[src/rtl/nsr_pkg.sv]
// Shared widths, micro-operation codes and the microcode program of the square-root unit.
package nsr_pkg;

    localparam int RAD_W     = 31;
    localparam int ROOT_W    = 36;
    localparam int STEPS_W   = 7;
    localparam int FRAC_BITS = 20;
    localparam int MAX_STEPS = 64;

    // Guesses never exceed max(radicand/2, 2) in fixed point
    localparam int G_W    = RAD_W - 1 + FRAC_BITS;
    localparam int LO_W   = (G_W + 1) / 2;
    localparam int PROD_W = 2 * LO_W;
    localparam int NUM_W  = 2 * G_W + 1;
    localparam int D_W    = G_W + 1;
    localparam int DCNT_W = $clog2(D_W);
    localparam int SCNT_W = $clog2(MAX_STEPS + 1);
    localparam int STEPS_SAT = (1 << STEPS_W) - 1;
    localparam int STEPS_CAP_OUT = (MAX_STEPS > STEPS_SAT) ? STEPS_SAT : MAX_STEPS;

    localparam int PC_W = 4;
    localparam logic [PC_W-1:0] ADDR_WAIT = PC_W'(0);
    localparam logic [PC_W-1:0] ADDR_MUL  = PC_W'(2);
    localparam logic [PC_W-1:0] ADDR_DIV  = PC_W'(7);
    localparam logic [PC_W-1:0] ADDR_OUT  = PC_W'(10);

    typedef enum logic [3:0] {
        OP_NONE,
        OP_LOAD,
        OP_MLL,
        OP_MLH,
        OP_MHH,
        OP_ACC,
        OP_DIV_INIT,
        OP_DIV_STEP,
        OP_CHECK,
        OP_OUT
    } t_op;

    typedef enum logic [2:0] {
        C_NEVER,
        C_ALWAYS,
        C_NO_IN,
        C_TRIVIAL,
        C_CNT_NZ,
        C_EQ,
        C_BELOW_CAP,
        C_OUT_BUSY
    } t_cond;

    typedef struct packed {
        t_op             op;
        t_cond           cond;
        logic [PC_W-1:0] target;
    } t_uword;

    typedef struct packed {
        logic trivial;
        logic cnt_nz;
        logic eq;
        logic below_cap;
        logic out_busy;
    } t_status;

    function automatic t_uword ucode(input logic [PC_W-1:0] pc);
        t_uword w;
        unique case (pc)
            4'd0:    w = '{OP_LOAD,     C_NO_IN,     ADDR_WAIT};
            4'd1:    w = '{OP_NONE,     C_TRIVIAL,   ADDR_OUT};
            4'd2:    w = '{OP_MLL,      C_NEVER,     ADDR_WAIT};
            4'd3:    w = '{OP_MLH,      C_NEVER,     ADDR_WAIT};
            4'd4:    w = '{OP_MHH,      C_NEVER,     ADDR_WAIT};
            4'd5:    w = '{OP_ACC,      C_NEVER,     ADDR_WAIT};
            4'd6:    w = '{OP_DIV_INIT, C_NEVER,     ADDR_WAIT};
            4'd7:    w = '{OP_DIV_STEP, C_CNT_NZ,    ADDR_DIV};
            4'd8:    w = '{OP_CHECK,    C_EQ,        ADDR_OUT};
            4'd9:    w = '{OP_NONE,     C_BELOW_CAP, ADDR_MUL};
            4'd10:   w = '{OP_OUT,      C_OUT_BUSY,  ADDR_OUT};
            4'd11:   w = '{OP_NONE,     C_ALWAYS,    ADDR_WAIT};
            default: w = '{OP_NONE,     C_ALWAYS,    ADDR_WAIT};
        endcase
        return w;
    endfunction

endpackage

[src/rtl/nsr_sequencer.sv]
// Microcode sequencer: step counter, program table and conditional jumps.
module nsr_sequencer (
    input  logic             i_clk,
    input  logic             i_rst_n,
    input  logic             i_in_valid,
    input  nsr_pkg::t_status i_status,
    output nsr_pkg::t_op     o_op,
    output logic             o_idle
);
    import nsr_pkg::*;

    logic [PC_W-1:0] r_pc;
    logic [PC_W-1:0] n_pc;
    t_uword          word;
    logic            take;

    assign word = ucode(r_pc);

    always_comb begin
        unique case (word.cond)
            C_NEVER:     take = 1'b0;
            C_ALWAYS:    take = 1'b1;
            C_NO_IN:     take = !i_in_valid;
            C_TRIVIAL:   take = i_status.trivial;
            C_CNT_NZ:    take = i_status.cnt_nz;
            C_EQ:        take = i_status.eq;
            C_BELOW_CAP: take = i_status.below_cap;
            C_OUT_BUSY:  take = i_status.out_busy;
            default:     take = 1'b0;
        endcase
    end

    // Wait-type steps hold without executing their operation
    always_comb begin
        if (take && (word.cond == C_NO_IN || word.cond == C_OUT_BUSY)) begin
            o_op = OP_NONE;
        end else begin
            o_op = word.op;
        end
    end

    assign n_pc   = take ? word.target : r_pc + PC_W'(1);
    assign o_idle = (r_pc == ADDR_WAIT);

    always_ff @(posedge i_clk) begin
        if (!i_rst_n) begin
            r_pc <= ADDR_WAIT;
        end else begin
            r_pc <= n_pc;
        end
    end

endmodule

[src/rtl/nsr_datapath.sv]
// Datapath: guess, split multiplier, numerator accumulator, restoring divider, result register.
module nsr_datapath (
    input  logic                          i_clk,
    input  logic                          i_rst_n,
    input  nsr_pkg::t_op                  i_op,
    input  logic [nsr_pkg::RAD_W-1:0]     i_radicand,
    input  logic                          i_stall,
    output nsr_pkg::t_status              o_status,
    output logic                          o_valid,
    output logic [nsr_pkg::ROOT_W-1:0]    o_root,
    output logic [nsr_pkg::STEPS_W-1:0]   o_steps_used,
    output logic                          o_converged
);
    import nsr_pkg::*;

    logic [RAD_W-1:0]  r_n;
    logic [G_W-1:0]    r_g;
    logic              r_conv;
    logic [SCNT_W-1:0] r_steps;
    logic [PROD_W-1:0] r_prod;
    logic [NUM_W-1:0]  r_acc;
    logic [D_W-1:0]    r_rem;
    logic [D_W-1:0]    r_quo;
    logic [D_W-1:0]    r_div;
    logic [DCNT_W-1:0] r_dcnt;
    logic              r_out_valid;

    logic [LO_W-1:0]   g_lo;
    logic [LO_W-1:0]   g_hi;
    logic [LO_W-1:0]   mul_a;
    logic [LO_W-1:0]   mul_b;
    logic [PROD_W-1:0] mul_p;
    logic [D_W:0]      trial;
    logic [D_W:0]      diff;
    logic              ge;
    logic              eq;

    assign g_lo = r_g[LO_W-1:0];
    assign g_hi = LO_W'(r_g[G_W-1:LO_W]);

    always_comb begin
        unique case (i_op)
            OP_MLL:  begin mul_a = g_lo; mul_b = g_lo; end
            OP_MLH:  begin mul_a = g_lo; mul_b = g_hi; end
            OP_MHH:  begin mul_a = g_hi; mul_b = g_hi; end
            default: begin mul_a = g_lo; mul_b = g_lo; end
        endcase
    end

    assign mul_p = mul_a * mul_b;

    // One restoring division step: shift in the next numerator bit, try subtract
    assign trial = {r_rem, r_quo[D_W-1]};
    assign diff  = trial - {1'b0, r_div};
    assign ge    = !diff[D_W];
    assign eq    = (r_quo == {1'b0, r_g});

    always_ff @(posedge i_clk) begin
        unique case (i_op)
            OP_LOAD: begin
                r_n     <= i_radicand;
                r_conv  <= (i_radicand <= RAD_W'(1));
                r_steps <= '0;
                if (i_radicand <= RAD_W'(1)) begin
                    r_g <= G_W'(i_radicand) << FRAC_BITS;
                end else begin
                    r_g <= G_W'(i_radicand[RAD_W-1:1]) << FRAC_BITS;
                end
            end
            OP_MLL: begin
                r_prod <= mul_p;
                r_acc  <= (NUM_W'(r_n) << (2 * FRAC_BITS)) + NUM_W'(r_g);
            end
            OP_MLH: begin
                r_prod <= mul_p;
                r_acc  <= r_acc + NUM_W'(r_prod);
            end
            OP_MHH: begin
                // cross term appears twice: shift by one extra
                r_prod <= mul_p;
                r_acc  <= r_acc + (NUM_W'(r_prod) << (LO_W + 1));
            end
            OP_ACC: begin
                r_acc <= r_acc + (NUM_W'(r_prod) << (2 * LO_W));
            end
            OP_DIV_INIT: begin
                r_rem  <= D_W'(r_acc[NUM_W-1:D_W]);
                r_quo  <= r_acc[D_W-1:0];
                r_div  <= {r_g, 1'b0};
                r_dcnt <= DCNT_W'(D_W - 1);
            end
            OP_DIV_STEP: begin
                r_rem  <= ge ? diff[D_W-1:0] : trial[D_W-1:0];
                r_quo  <= {r_quo[D_W-2:0], ge};
                r_dcnt <= r_dcnt - DCNT_W'(1);
            end
            OP_CHECK: begin
                r_steps <= r_steps + SCNT_W'(1);
                r_conv  <= eq;
                if (!eq) begin
                    r_g <= r_quo[G_W-1:0];
                end
            end
            OP_OUT: begin
                o_root       <= (|r_g[G_W-1:ROOT_W]) ? '1 : r_g[ROOT_W-1:0];
                o_steps_used <= (r_steps > SCNT_W'(STEPS_SAT)) ? '1 : STEPS_W'(r_steps);
                o_converged  <= r_conv;
            end
            default: begin
            end
        endcase
    end

    always_ff @(posedge i_clk) begin
        if (!i_rst_n) begin
            r_out_valid <= 1'b0;
        end else if (i_op == OP_OUT) begin
            r_out_valid <= 1'b1;
        end else if (!i_stall) begin
            r_out_valid <= 1'b0;
        end
    end

    assign o_valid            = r_out_valid;
    assign o_status.trivial   = r_conv;
    assign o_status.cnt_nz    = (r_dcnt != '0);
    assign o_status.eq        = eq;
    assign o_status.below_cap = (r_steps < SCNT_W'(MAX_STEPS));
    assign o_status.out_busy  = r_out_valid && i_stall;

endmodule

[src/rtl/newton_square_root.sv]
// Radicands 0 and 1 go from the trivial check straight to the result register; other
// radicands run Newton steps until the guess stops changing or the step cap is hit.
// Each Newton step runs 4 multiply/accumulate steps on a 25x25 multiplier, a divider load,
// a restoring divide of 51 quotient bits and 2 check steps; a converging step skips the second.
// Throughput: one request at a time; the next is taken after the result is loaded,
// and the result register lets a new request start while the previous result waits.
// Reset (synchronous, active low) returns the sequencer to its wait step and drops o_valid.
module newton_square_root (
    input  logic                          i_clk,
    input  logic                          i_rst_n,
    input  logic                          i_valid,
    output logic                          o_stall,
    input  logic [nsr_pkg::RAD_W-1:0]     i_radicand,
    output logic                          o_valid,
    input  logic                          i_stall,
    output logic [nsr_pkg::ROOT_W-1:0]    o_root,
    output logic [nsr_pkg::STEPS_W-1:0]   o_steps_used,
    output logic                          o_converged
);
    import nsr_pkg::*;

    t_op     op;
    t_status status;
    logic    idle;

    nsr_sequencer u_seq (
        .i_clk      (i_clk),
        .i_rst_n    (i_rst_n),
        .i_in_valid (i_valid),
        .i_status   (status),
        .o_op       (op),
        .o_idle     (idle)
    );

    nsr_datapath u_dp (
        .i_clk        (i_clk),
        .i_rst_n      (i_rst_n),
        .i_op         (op),
        .i_radicand   (i_radicand),
        .i_stall      (i_stall),
        .o_status     (status),
        .o_valid      (o_valid),
        .o_root       (o_root),
        .o_steps_used (o_steps_used),
        .o_converged  (o_converged)
    );

    assign o_stall = !idle;

`ifndef NO_ASSERTIONS
    a_busy_after_accept: assert property (@(posedge i_clk) disable iff (!i_rst_n)
        (i_valid && !o_stall) |=> o_stall)
        else $error("request accepted but input not stalled afterwards");

    a_cap_when_unconverged: assert property (@(posedge i_clk) disable iff (!i_rst_n)
        (o_valid && !o_converged) |-> (o_steps_used == STEPS_W'(STEPS_CAP_OUT)))
        else $error("unconverged result without reaching the step cap");

    a_trivial_root_integer: assert property (@(posedge i_clk) disable iff (!i_rst_n)
        (o_valid && o_converged && o_steps_used == '0) |-> (o_root[FRAC_BITS-1:0] == '0))
        else $error("zero-step result carries fraction bits");
`endif

endmodule
[config.mk]
export PLATFORM = sky130hd
export DESIGN_NAME = newton_square_root
export DESIGN_NICKNAME = d
export VERILOG_FILES = /design/src/rtl/nsr_pkg.sv /design/src/rtl/nsr_sequencer.sv /design/src/rtl/nsr_datapath.sv /design/src/rtl/newton_square_root.sv
export SDC_FILE = /design/constraint.sdc
export NUM_CORES = 2
export LEC_CHECK = 0
export BUFFER_PORTS_ARGS = -buffer_cell sky130_fd_sc_hd__buf_4
export CAP_MARGIN = 20
export CORE_UTILIZATION = 30
export CTS_BUF_LIST = sky130_fd_sc_hd__clkbuf_8
export DETAILED_ROUTE_END_ITERATION = 7
export PLACE_DENSITY_LB_ADDON = 0.12
export SYNTH_ARGS = -nofsm -noshare
export SYNTH_HDL_FRONTEND = slang
export SYNTH_SLANG_ARGS = --single-unit
[constraint.sdc]
create_clock -name i_clk -period 13.1 [get_ports i_clk]
set_input_delay 2.62 -clock i_clk [delete_from_list [all_inputs] [get_ports i_clk]]
set_output_delay 2.62 -clock i_clk [all_outputs]
set_load 0.01 [all_outputs]
==> results.json <==
{
  "post_cts_resize_count": 0,
  "synth_edf_count": 442,
  "end_kind": "flop",
  "cts_htree_levels": 3,
  "totalWireLength_microns": 241000,
  "core_area_sq_um": 177000,
  "ys_warn_count": 0,
  "worst_ep_arrival_time_ps": 11970,
  "hold_depth": 0,
  "antenna_left": 0,
  "setup-tns-final_ps": 0,
  "postSynth.asyncResetShare_pct": 0,
  "drv.max_cap_violation_count": 0,
  "cts-buffers-inserted": 86,
  "synth_cell_types": 96,
  "post-cts-setup-buffer-count": 0,
  "area_growth_pct": 10.3,
  "post_synth.cell_area_avg_sq_um": 8.84,
  "design.die.area_sq_um": 181000,
  "layout.cells.most_common": "sky130_fd_sc_hd__nand2_1",
  "post_synth_inst_count": 6078,
  "clock_latency_ps": 830,
  "gp_congestion": 0.953,
  "worst_setup_hold_path_clk_slew_ps": 60,
  "r2r_cell_count": 30,
  "grt_usage_pct": 26.3,
  "worstPathRequired_ps": 13610,
  "vias": 46000,
  "mostFrequentLayoutCells": "sky130_fd_sc_hd__nand2_1 (895), sky130_fd_sc_hd__inv_1 (780), sky130_fd_sc_hd__fa_1 (531)",
  "synth_nets": 7048,
  "antenna_found_initial": 21,
  "floorplan.die.width_microns": 425,
  "routed_wire_length_per_instance_microns": 28.3,
  "critPathMostFrequentCell": "sky130_fd_sc_hd__fa_1",
  "grt_pass1_wl_microns": 341000,
  "drt_pre_antenna_iters": 6,
  "routed_via_density": 5.40,
  "port-buffer-count": 80,
  "gr-total-overflow": 0,
  "worstSetupStartpointType": "input port",
  "finalCritPeriodShare_pct": 87.4,
  "setup_repair_after_global_routing_missed_its_margin": "false",
  "hpwl_microns": 192000,
  "cts.sink_count": 457,
  "finClkSkew_ps": 67.2,
  "cts_hold_buf": 0,
  "die_height_microns": 425,
  "synth-seq-area-share_pct": 25.3,
  "clock_tree_root_buffer_cell": "sky130_fd_sc_hd__clkbuf_8",
  "drc_errors": 0,
  "drt-initial-drc-count": 4123,
  "synth-main-ff-cell": "sky130_fd_sc_hd__edfxtp_1",
  "timing_worst_setup_path_type": "in2reg",
  "max-clock-path-buffers": 3,
  "fin_nets": 7083,
  "setup_viol_count_final": 0,
  "max_freq_mhz": 87.3,
  "critical-path-slowest-cell": "sky130_fd_sc_hd__mux2i_2",
  "cp_slowest_stage_delay_ps": 740,
  "grt_pass1_vias": 46200,
  "maximum_fanout_count_along_the_critical_path": 59,
  "timing.slew.headroom_pct": 21.7,
  "ys_ff_latch": 457,
  "cts_tree": "yes",
  "drv_slew": 0,
  "status": "completed",
  "initial_core_util_pct": 30.4,
  "finalWorstPathRequiredPeriod_ps": 11460,
  "floorplan.rows": 154,
  "final-hold-violation-count": 0,
  "grt_start_max_net_pins": 95,
  "drive_gt1_share_pct": 7.51,
  "post_synth_instance_area_sq_um": 53700,
  "worst_hold_path_type": "reg2reg",
  "io_pins": 81,
  "worst_slew_pin_slew_ps": 1150
}
==> critical path, delay by kind of cell <==
| kind | cells | cell delay (ps) |
|---|---|---|
| adders and majority gates | 8 | 3810 |
| buffers and inverters | 7 | 1020 |
| and+or+nand+nor | 3 | 800 |
| xor gates and xnor gates | 1 | 90 |
| muxes | 1 | 740 |
| AOI/OAI and AO/OA | 11 | 2710 |
==> synthesized netlist by cell type (29+ instances only) <==
cell,number,area [sq um]
sky130_fd_sc_hd__nand2_1,898,3370
sky130_fd_sc_hd__inv_1,758,2850
sky130_fd_sc_hd__fa_1,531,10600
sky130_fd_sc_hd__nor2_1,520,1950
sky130_fd_sc_hd__edfxtp_1,442,13300
sky130_fd_sc_hd__ha_1,404,5050
sky130_fd_sc_hd__a21oi_1,320,1600
sky130_fd_sc_hd__clkbuf_1,260,976
sky130_fd_sc_hd__o21ai_0,253,1270
sky130_fd_sc_hd__xnor2_1,200,1750
sky130_fd_sc_hd__xor2_1,133,1160
sky130_fd_sc_hd__a21o_1,127,953
sky130_fd_sc_hd__nand3_1,115,576
sky130_fd_sc_hd__nand4_1,86,538
sky130_fd_sc_hd__and3_1,52,325
sky130_fd_sc_hd__mux2i_1,51,510
sky130_fd_sc_hd__nor3_1,51,255
sky130_fd_sc_hd__and2_1,50,313
sky130_fd_sc_hd__nand2b_1,50,313
sky130_fd_sc_hd__o21bai_1,50,375
sky130_fd_sc_hd__nor2b_1,49,307
sky130_fd_sc_hd__or2_2,46,288
sky130_fd_sc_hd__a211oi_1,42,315
sky130_fd_sc_hd__o21a_1,42,315
sky130_fd_sc_hd__a31oi_1,41,257
sky130_fd_sc_hd__o211ai_1,39,293
sky130_fd_sc_hd__o22ai_1,38,238
sky130_fd_sc_hd__nor4_1,33,206
sky130_fd_sc_hd__a22oi_1,29,218
==> layout make-up <==
type	instances	area (sq um)
Timing Repair Buffer	243	1840
Inverter	759	2850
Clock inverter	70	574
Fill cell	18700	118000
Multi-Input combinational cell	4566	36300
Tap cell	2340	2930
Clock buffer	87	1200
Antenna cell	8	20.0
Sequential cell	457	13600
==> kinds of logic after synthesis <==
group / count (synthesis) / share of synthesized area [%]
XOR/XNOR: 333 / 5.43
AND/OR/NAND/NOR: 2016 / 16.7
AO/OA/AOI/OAI: 1229 / 15.0
adder cells (fa/ha/maj): 935 / 29.2
buffers and inverters: 1055 / 7.43
multiplexers: 53 / 0.992
flip-flops: 457 / 25.3
==> metal layers <==
| layer | part of all wire, % | vias up | GRT usage, % | wire length, microns |
|---|---|---|---|---|
| met1 | 42 | 23100 | 34.3 | 101000 |
| met2 | 47 | 1775 | 43.3 | 112000 |
| met3 | 5.4 | 425 | 2.12 | 13100 |
| li1 | - | 20700 | - | - |
| met5 | 0.0029 | - | 0 | 7 |
| met4 | 6.0 | 2 | 14.2 | 14400 |
==> sequential cells by signal, indices dropped and copies added (netlist names), 10 cells and up <==
signal       count
u_dp.r_div      50
u_dp.r_prod     50
u_seq.word      10
u_dp.r_acc     101
u_dp.r_n        31
u_dp.r_g        50
u_dp.r_quo      51
u_dp.o_root     36
u_dp.r_rem      51
==> metrics by stage <==
| step | worst slack, ps | hold slack [ps] | cells | utilization, % | cell area (sq um) |
|---|---|---|---|---|---|
| after floorplan | 2010 | 424 | 6078 | - | 53700 |
| after global placement | 986 | 440 | 8362 | 32.5 | 57400 |
| after detailed placement | 849 | 435 | 8364 | 32.5 | 57500 |
| after CTS | 1650 | 453 | 8521 | 33.5 | 59200 |
| after global routing | 1190 | 473 | 8523 | 33.5 | 59200 |
| final | 1640 | 454 | 8530 | 33.5 | 59300 |
==> path summary, 6_finish.rpt <==
kind | from | endpoint | slack [ps]
setup / recovery | i_valid | u_dp.r_prod[49] | 1640
hold / removal | u_dp.r_g[5] | u_dp.r_div[6] | 450
setup reg to reg | u_seq.word[6] | u_dp.r_prod[49] | 3160
hold reg to reg | u_dp.r_g[5] | u_dp.r_div[6] | 450
Power is left out: the tool's default activity adds up to more than one toggle a clock period on the data nets, which glitch-free logic cannot reach.
